===== src/design/tpa_pkg.sv =====
package tpa_pkg;

   localparam int unsigned COORD_BITS_DEFAULT = 32;
   localparam int unsigned IO_COORD_WIDTH     = 32;
   localparam int unsigned REQ_TDATA_WIDTH    = 2 * IO_COORD_WIDTH;
   localparam int unsigned REQ_TUSER_WIDTH    = 3;
   localparam int unsigned RSP_TDATA_WIDTH    = 6 * IO_COORD_WIDTH;
   localparam int unsigned RSP_TUSER_WIDTH    = 1;

   // strip and fan hold two corners; a list emits on its third vertex
   localparam int unsigned STASH_DEPTH    = 2;
   localparam int unsigned STASH_IDX_BITS = 1;
   localparam int unsigned COUNT_BITS     = 2;

   typedef enum logic {
      OP_BEGIN  = 1'b0,
      OP_VERTEX = 1'b1
   } op_type;

   typedef enum logic [1:0] {
      MODE_LIST    = 2'd0,
      MODE_STRIP   = 2'd1,
      MODE_FAN     = 2'd2,
      MODE_UNKNOWN = 2'd3
   } prim_mode_type;

   typedef struct packed {
      op_type                            operation;
      prim_mode_type                     prim_type;
      logic signed [IO_COORD_WIDTH-1:0]  vert_x;
      logic signed [IO_COORD_WIDTH-1:0]  vert_y;
   } item_type;

   typedef struct packed {
      logic signed [IO_COORD_WIDTH-1:0]  tri_ax;
      logic signed [IO_COORD_WIDTH-1:0]  tri_ay;
      logic signed [IO_COORD_WIDTH-1:0]  tri_bx;
      logic signed [IO_COORD_WIDTH-1:0]  tri_by;
      logic signed [IO_COORD_WIDTH-1:0]  tri_cx;
      logic signed [IO_COORD_WIDTH-1:0]  tri_cy;
      logic                              bad_type;
   } result_type;

endpackage


===== src/design/tpa_in_stage.sv =====
module tpa_in_stage (
   input  logic               clock,
   input  logic               reset,
   input  logic               req_valid,
   output logic               req_ready,
   input  tpa_pkg::item_type  item_in,
   input  logic               advance,
   output logic               item_valid,
   output tpa_pkg::item_type  item
);
   import tpa_pkg::*;

   logic     item_valid_ff;
   logic     item_valid_in;
   item_type item_ff;

   assign req_ready     = !reset && (!item_valid_ff || advance);
   assign item_valid_in = req_ready ? req_valid : item_valid_ff;

   always_ff @(posedge clock) begin
      if (reset) begin
         item_valid_ff <= 1'b0;
      end else begin
         item_valid_ff <= item_valid_in;
      end
   end

   always_ff @(posedge clock) begin
      if (req_ready && req_valid) begin
         item_ff <= item_in;
      end
   end

   assign item_valid = item_valid_ff;
   assign item       = item_ff;

endmodule


===== src/design/tpa_assemble.sv =====
module tpa_assemble #(
   parameter int unsigned COORD_BITS = tpa_pkg::COORD_BITS_DEFAULT
) (
   input  logic                 clock,
   input  logic                 reset,
   input  logic                 step,
   input  tpa_pkg::item_type    item,
   output logic                 result_valid,
   output tpa_pkg::result_type  result
);
   import tpa_pkg::*;

   prim_mode_type                mode_ff, mode_in;
   logic [COUNT_BITS-1:0]        count_ff, count_in;
   logic signed [COORD_BITS-1:0] sx_ff [STASH_DEPTH];
   logic signed [COORD_BITS-1:0] sy_ff [STASH_DEPTH];
   logic signed [COORD_BITS-1:0] sx_in [STASH_DEPTH];
   logic signed [COORD_BITS-1:0] sy_in [STASH_DEPTH];
   logic signed [COORD_BITS-1:0] vx, vy;
   logic [STASH_IDX_BITS-1:0]    slot;

   // coordinates live in COORD_BITS, sign extended or cut
   assign vx   = COORD_BITS'(item.vert_x);
   assign vy   = COORD_BITS'(item.vert_y);
   assign slot = count_ff[STASH_IDX_BITS-1:0];

   always_comb begin
      mode_in      = mode_ff;
      count_in     = count_ff;
      sx_in        = sx_ff;
      sy_in        = sy_ff;
      result_valid = 1'b0;
      result       = '0;
      if (step) begin
         if (item.operation == OP_BEGIN) begin
            mode_in  = item.prim_type;
            count_in = '0;
         end else begin
            case (mode_ff)
               MODE_STRIP, MODE_FAN: begin
                  if (count_ff < COUNT_BITS'(STASH_DEPTH)) begin
                     sx_in[slot] = vx;
                     sy_in[slot] = vy;
                     count_in    = count_ff + COUNT_BITS'(1);
                  end else begin
                     result_valid  = 1'b1;
                     result.tri_ax = IO_COORD_WIDTH'(sx_ff[0]);
                     result.tri_ay = IO_COORD_WIDTH'(sy_ff[0]);
                     result.tri_bx = IO_COORD_WIDTH'(sx_ff[1]);
                     result.tri_by = IO_COORD_WIDTH'(sy_ff[1]);
                     result.tri_cx = IO_COORD_WIDTH'(vx);
                     result.tri_cy = IO_COORD_WIDTH'(vy);
                     if (mode_ff == MODE_STRIP) begin
                        sx_in[0] = sx_ff[1];
                        sy_in[0] = sy_ff[1];
                     end
                     sx_in[1] = vx;
                     sy_in[1] = vy;
                  end
               end
               MODE_LIST: begin
                  if (count_ff >= COUNT_BITS'(STASH_DEPTH)) begin
                     // third corner goes straight out
                     result_valid  = 1'b1;
                     result.tri_ax = IO_COORD_WIDTH'(sx_ff[0]);
                     result.tri_ay = IO_COORD_WIDTH'(sy_ff[0]);
                     result.tri_bx = IO_COORD_WIDTH'(sx_ff[1]);
                     result.tri_by = IO_COORD_WIDTH'(sy_ff[1]);
                     result.tri_cx = IO_COORD_WIDTH'(vx);
                     result.tri_cy = IO_COORD_WIDTH'(vy);
                     count_in      = '0;
                  end else begin
                     sx_in[slot] = vx;
                     sy_in[slot] = vy;
                     count_in    = count_ff + COUNT_BITS'(1);
                  end
               end
               default: begin
                  result_valid    = 1'b1;
                  result.bad_type = 1'b1;
               end
            endcase
         end
      end
   end

   always_ff @(posedge clock) begin
      if (reset) begin
         mode_ff  <= MODE_UNKNOWN;
         count_ff <= '0;
      end else begin
         mode_ff  <= mode_in;
         count_ff <= count_in;
      end
   end

   always_ff @(posedge clock) begin
      sx_ff <= sx_in;
      sy_ff <= sy_in;
   end

endmodule


===== src/design/tpa_out_stage.sv =====
module tpa_out_stage (
   input  logic                 clock,
   input  logic                 reset,
   input  logic                 load,
   input  tpa_pkg::result_type  result_in,
   input  logic                 rsp_ready,
   output logic                 rsp_valid,
   output tpa_pkg::result_type  result,
   output logic                 can_take
);
   import tpa_pkg::*;

   logic       rsp_valid_ff;
   logic       rsp_valid_in;
   result_type result_ff;

   assign can_take     = !rsp_valid_ff || rsp_ready;
   assign rsp_valid_in = load ? 1'b1 : (rsp_ready ? 1'b0 : rsp_valid_ff);

   always_ff @(posedge clock) begin
      if (reset) begin
         rsp_valid_ff <= 1'b0;
      end else begin
         rsp_valid_ff <= rsp_valid_in;
      end
   end

   always_ff @(posedge clock) begin
      if (load) begin
         result_ff <= result_in;
      end
   end

   assign rsp_valid = rsp_valid_ff;
   assign result    = result_ff;

endmodule


===== src/design/triangle_primitive_assembler_core.sv =====
// Results pass the in_stage and out_stage registers. Throughput: one item
// per clock while rsp is not stalled, set by the single stash update per
// item in tpa_assemble; rsp_tready reaches req_tready combinationally.
// Reset (synchronous, active high) empties both registers, sets the
// primitive mode to unknown and the stash count to zero.
module triangle_primitive_assembler_core #(
   parameter int unsigned COORD_BITS = tpa_pkg::COORD_BITS_DEFAULT
) (
   input  logic                                 clock,
   input  logic                                 reset,
   input  logic                                 req_tvalid,
   output logic                                 req_tready,
   // vert_x, vert_y
   input  logic [tpa_pkg::REQ_TDATA_WIDTH-1:0]  req_tdata,
   // operation, prim_type
   input  logic [tpa_pkg::REQ_TUSER_WIDTH-1:0]  req_tuser,
   output logic                                 rsp_tvalid,
   input  logic                                 rsp_tready,
   // tri_ax, tri_ay, tri_bx, tri_by, tri_cx, tri_cy
   output logic [tpa_pkg::RSP_TDATA_WIDTH-1:0]  rsp_tdata,
   // bad_type
   output logic [tpa_pkg::RSP_TUSER_WIDTH-1:0]  rsp_tuser
);
   import tpa_pkg::*;

   item_type   item_in, item;
   logic       item_valid;
   logic       advance;
   logic       step;
   logic       result_valid;
   result_type result_next, result;

   assign item_in.operation = op_type'(req_tuser[0]);
   assign item_in.prim_type = prim_mode_type'(req_tuser[2:1]);
   assign item_in.vert_x    = req_tdata[IO_COORD_WIDTH-1:0];
   assign item_in.vert_y    = req_tdata[2*IO_COORD_WIDTH-1:IO_COORD_WIDTH];

   assign step = item_valid && advance;

   tpa_in_stage u_in_stage (
      .clock      (clock),
      .reset      (reset),
      .req_valid  (req_tvalid),
      .req_ready  (req_tready),
      .item_in    (item_in),
      .advance    (advance),
      .item_valid (item_valid),
      .item       (item)
   );

   tpa_assemble #(
      .COORD_BITS (COORD_BITS)
   ) u_assemble (
      .clock        (clock),
      .reset        (reset),
      .step         (step),
      .item         (item),
      .result_valid (result_valid),
      .result       (result_next)
   );

   tpa_out_stage u_out_stage (
      .clock     (clock),
      .reset     (reset),
      .load      (result_valid),
      .result_in (result_next),
      .rsp_ready (rsp_tready),
      .rsp_valid (rsp_tvalid),
      .result    (result),
      .can_take  (advance)
   );

   assign rsp_tdata = {result.tri_cy, result.tri_cx, result.tri_by,
                       result.tri_bx, result.tri_ay, result.tri_ax};
   assign rsp_tuser = result.bad_type;

endmodule


===== config.mk =====
export PLATFORM = sky130hd
export DESIGN_NAME = triangle_primitive_assembler_core
export DESIGN_NICKNAME = d
export VERILOG_FILES = /design/src/design/tpa_pkg.sv /design/src/design/tpa_in_stage.sv /design/src/design/tpa_assemble.sv /design/src/design/tpa_out_stage.sv /design/src/design/triangle_primitive_assembler_core.sv
export SDC_FILE = /design/constraint.sdc
export NUM_CORES = 1
export LEC_CHECK = 0
export ABC_AREA = 1
export BUFFER_PORTS_ARGS = -buffer_cell sky130_fd_sc_hd__buf_2
export CORE_MARGIN = 4
export CORE_UTILIZATION = 56
export CTS_CLUSTER_SIZE = 25
export DETAILED_ROUTE_END_ITERATION = 10
export PLACE_DENSITY_LB_ADDON = 0.3
export SLEW_MARGIN = 5
export SYNTH_ARGS = -nofsm -noshare
export SYNTH_HDL_FRONTEND = slang
export SYNTH_SLANG_ARGS = --single-unit

===== constraint.sdc =====
create_clock -name clock -period 8.8 [get_ports clock]
set_input_delay 2.64 -clock clock [delete_from_list [all_inputs] [get_ports clock]]
set_output_delay 2.64 -clock clock [all_outputs]
set_load 0.005 [all_outputs]

==> impl_metrics.yaml <==
status:
  status: "completed"
placed_design:
  place_hpwl_um: 19600
  gp_congestion: 0.820
  port_buffers: 265
global_route:
  grt_start_max_net_pins: 127
  grt_pass1_vias: 9471
  antenna_found_initial: 2
  grt_pass1_wl_um: 51800
  gr-total-overflow: 0
  track_usage: 0.205
worst_setup_path:
  critPathArrivalTime_ns: 3.21
  reg2reg_to: "u_out_stage.result[81]$_SDFFCE_PN0P_"
  path_max_fanout: 6
  worstSetupStartpoint: "reset"
  reg2reg_depth: 7
  path_depth: 5
  reg2reg_setup_slack_ns: 4.94
  path_delay_family: "buffers and inverters"
  cp.required_ns: 6.16
  crit_chain: "buf_2, inv_1, nand2_1, inv_1, buf_2"
  slowest_delay_ns: 0.15
  critPathBufInv: 4
  slowest_stage: "inv_1"
  crit_path_end: "req_tready"
  r2r_start: "u_assemble.count_ff[0]$_SDFFE_PP0P_"
  critPathKind: "in2out"
  end_kind: "output pin"
  critical_path.startpoint_type: "input pin"
cts:
  cts_buffer_depth: 3
  cts_tree: "built"
  cts.sink_count: 394
  clk_pin_slew_ns: 0.06
  cts_setup_buffers: 0
  ctsHoldBuffers: 0
  cts_buffers: 40
  ctsResizeCount: 0
  htreeDepth: 2
  cts_root_buffer: "clkbuf_16"
  clock_latency_ns: 0.51
timing:
  slew_headroom: 0.285
  hold_ws_ns: 0.486
  timing.fmax_mhz: 171
  tns_ns: 0
  finalCritPeriodShare: 0.664
  slew_viol_final: 0
  worst_slew_pin_slew_ns: 1.07
  final-hold-violation-count: 0
  fin_worst_skew_ns: 0.0123
  fin_crit_ns: 5.85
  setup_viol: 0
  rsz0062_at_grt: "no"
logic_synthesis:
  synth_compound_area_frac: 0.0722
  synth_area_sq_mm: 0.0163
  syn_inst: 1181
  synth_fa_ha_area_frac: 0.00460
  avgSynthCellArea_sq_um: 13.8
  synth_ff_type: "edfxtp_1"
  ys_ff_latch: 394
  synth_edf_count: 388
  yosys.area_share.simple: 0.142
  synth_warnings: 0
  synth_xor_area_frac: 0
  async_reset_ff_frac: 0
  synth_mux_area_frac: 0
  ys_seq_area_frac: 0.721
  synth_cell_type_count: 27
  synth_top_family_by_area: "simple AND/OR/NAND/NOR gates"
  synthesis.nets: 1258
hold_path:
  hp-class: "reg2reg"
routing:
  post_drt_wl_per_cell_um: 18.3
  detail_route.drc_violations: 0
  vias: 9899
  dr.pass1.iters: 6
  vias_per_cell: 5.41
  wirelength_um: 33500
  drt-initial-drc-count: 919
  antenna_left: 0
finish:
  drive_gt1_frac: 0.315
  final_nets: 1490
  area_delta_synth_final_pct: 16.9
floorplanning:
  dieArea_sq_mm: 0.0320
  die_h_um: 179
  start_util: 0.569
  core_sq_mm: 0.0287
  io_pins: 266
  std_cell_rows: 62
  die_w_um: 179
power_and_ir_drop:
  ir_drop_uv: 188
  p_leak_nw: 6.39
  total_power_mw: 4.01
  power_density_mw_per_mm2: 210
job:
  drv_cap: 0
## worst register-to-register path, cell delays in order (launching register included)
cell and delay (ns):
dfxtp_4 0.74, inv_1 0.27, ha_1 0.28, o21ai_1 0.19, nand2_1 0.18, nand2_8 0.78
buf_4 0.95, nor3_1 0.19
## flip-flops by register name, indices dropped and copies added (netlist names)
name,count
u_assemble.sx_ff,64
u_assemble.mode_ff,2
u_out_stage.result,193
u_in_stage.item_valid,1
u_assemble.sy_ff,64
u_assemble.count_ff,2
u_in_stage.item,67
u_out_stage.rsp_valid,1
## metrics by stage
step                      instance area [sq um]  utilization  worst slack [ns]  std cells
after floorplan                           16300            -             0.821       1181
after global placement                    17800        0.621              2.97       1755
after detailed placement                  17800        0.621              2.97       1755
after CTS                                 19100        0.665              2.96       1827
after global routing                      19100        0.665              2.91       1829
final                                     19100        0.665              2.95       1829
## where the power goes
part           switching, mW  total [mW]  leakage [nW]  internal, mW
Sequential            0.0309        2.16          3.41          2.13
Clock                  0.673        1.62         0.595         0.944
Combinational          0.160       0.237          2.39        0.0773
Total                  0.863        4.01          6.39          3.15
## worst min-delay path by stage
stage	startpoint	end	slack, ns	cells past startpoint
floorplan	u_in_stage.item[64]$_DFFE_PP_	u_assemble.mode_ff[0]$_SDFFE_PP1P_	0.44	2
global placement	u_in_stage.item[65]$_DFFE_PP_	u_assemble.mode_ff[1]$_SDFFE_PP1P_	0.48	2
detailed placement	u_in_stage.item[65]$_DFFE_PP_	u_assemble.mode_ff[1]$_SDFFE_PP1P_	0.47	2
CTS	u_in_stage.item[65]$_DFFE_PP_	u_assemble.mode_ff[1]$_SDFFE_PP1P_	0.49	2
global route	u_in_stage.item[65]$_DFFE_PP_	u_assemble.mode_ff[1]$_SDFFE_PP1P_	0.51	2
finish	u_in_stage.item[65]$_DFFE_PP_	u_assemble.mode_ff[1]$_SDFFE_PP1P_	0.49	2
## cells in the mapped netlist (all sizes together), types with 3 or more instances
master | number | area [sq um]
edfxtp | 388 | 11700
nand2 | 145 | 547
inv | 140 | 526
o21ai | 132 | 661
nor3 | 129 | 1060
o211ai | 66 | 495
nor3b | 64 | 636
buf | 57 | 358
clkbuf | 28 | 106
nor2 | 10 | 40.0
dfxtp | 6 | 120
ha | 6 | 75.1
nand3 | 4 | 20.0
a21oi | 3 | 15.0
## cell usage in the layout (no fill, tap or decap), types with 2 or more instances in the layout
cell,n
nand2_4,3
edfxtp_1,388
nor2_1,8
nor3b_1,33
inv_1,139
nand2_1,141
diode_2,2
buf_4,9
nor3_2,84
clkbuf_1,10
a21oi_1,3
buf_2,265
clkinvlp_4,5
nor3_1,45
nand3_1,4
o21ai_0,131
dfxtp_1,5
bufinv_16,3
ha_1,5
clkinv_1,7
clkinv_2,6
o211ai_1,66
clkbuf_16,41
nor3b_2,31
## logic make-up after synthesis
group | after synthesis
compound gates | 202
fa+ha+maj | 6
flops | 394
buf+inv | 225
simple gates | 354
## final cells by class
| type | count | area (sq um) |
|---|---|---|
| flip-flops and latches | 394 | 11800 |
| fillers | 2077 | 9620 |
| multi-input cells | 562 | 3640 |
| repair buffers | 275 | 1410 |
| clock buffers | 51 | 1060 |
| inverters | 140 | 526 |
| well taps | 384 | 480 |
| clock inverters | 21 | 184 |
| diodes | 2 | 5.00 |
## per-layer routing
layer	track usage	vias up	part of all wire
li1	-	4702	-
met1	0.285	4732	0.41
met2	0.326	391	0.48
met3	0.0346	74	0.070
met4	0.0835	0	0.036
met5	0	-	0
Note: power is estimated with default switching activity, not from simulation.
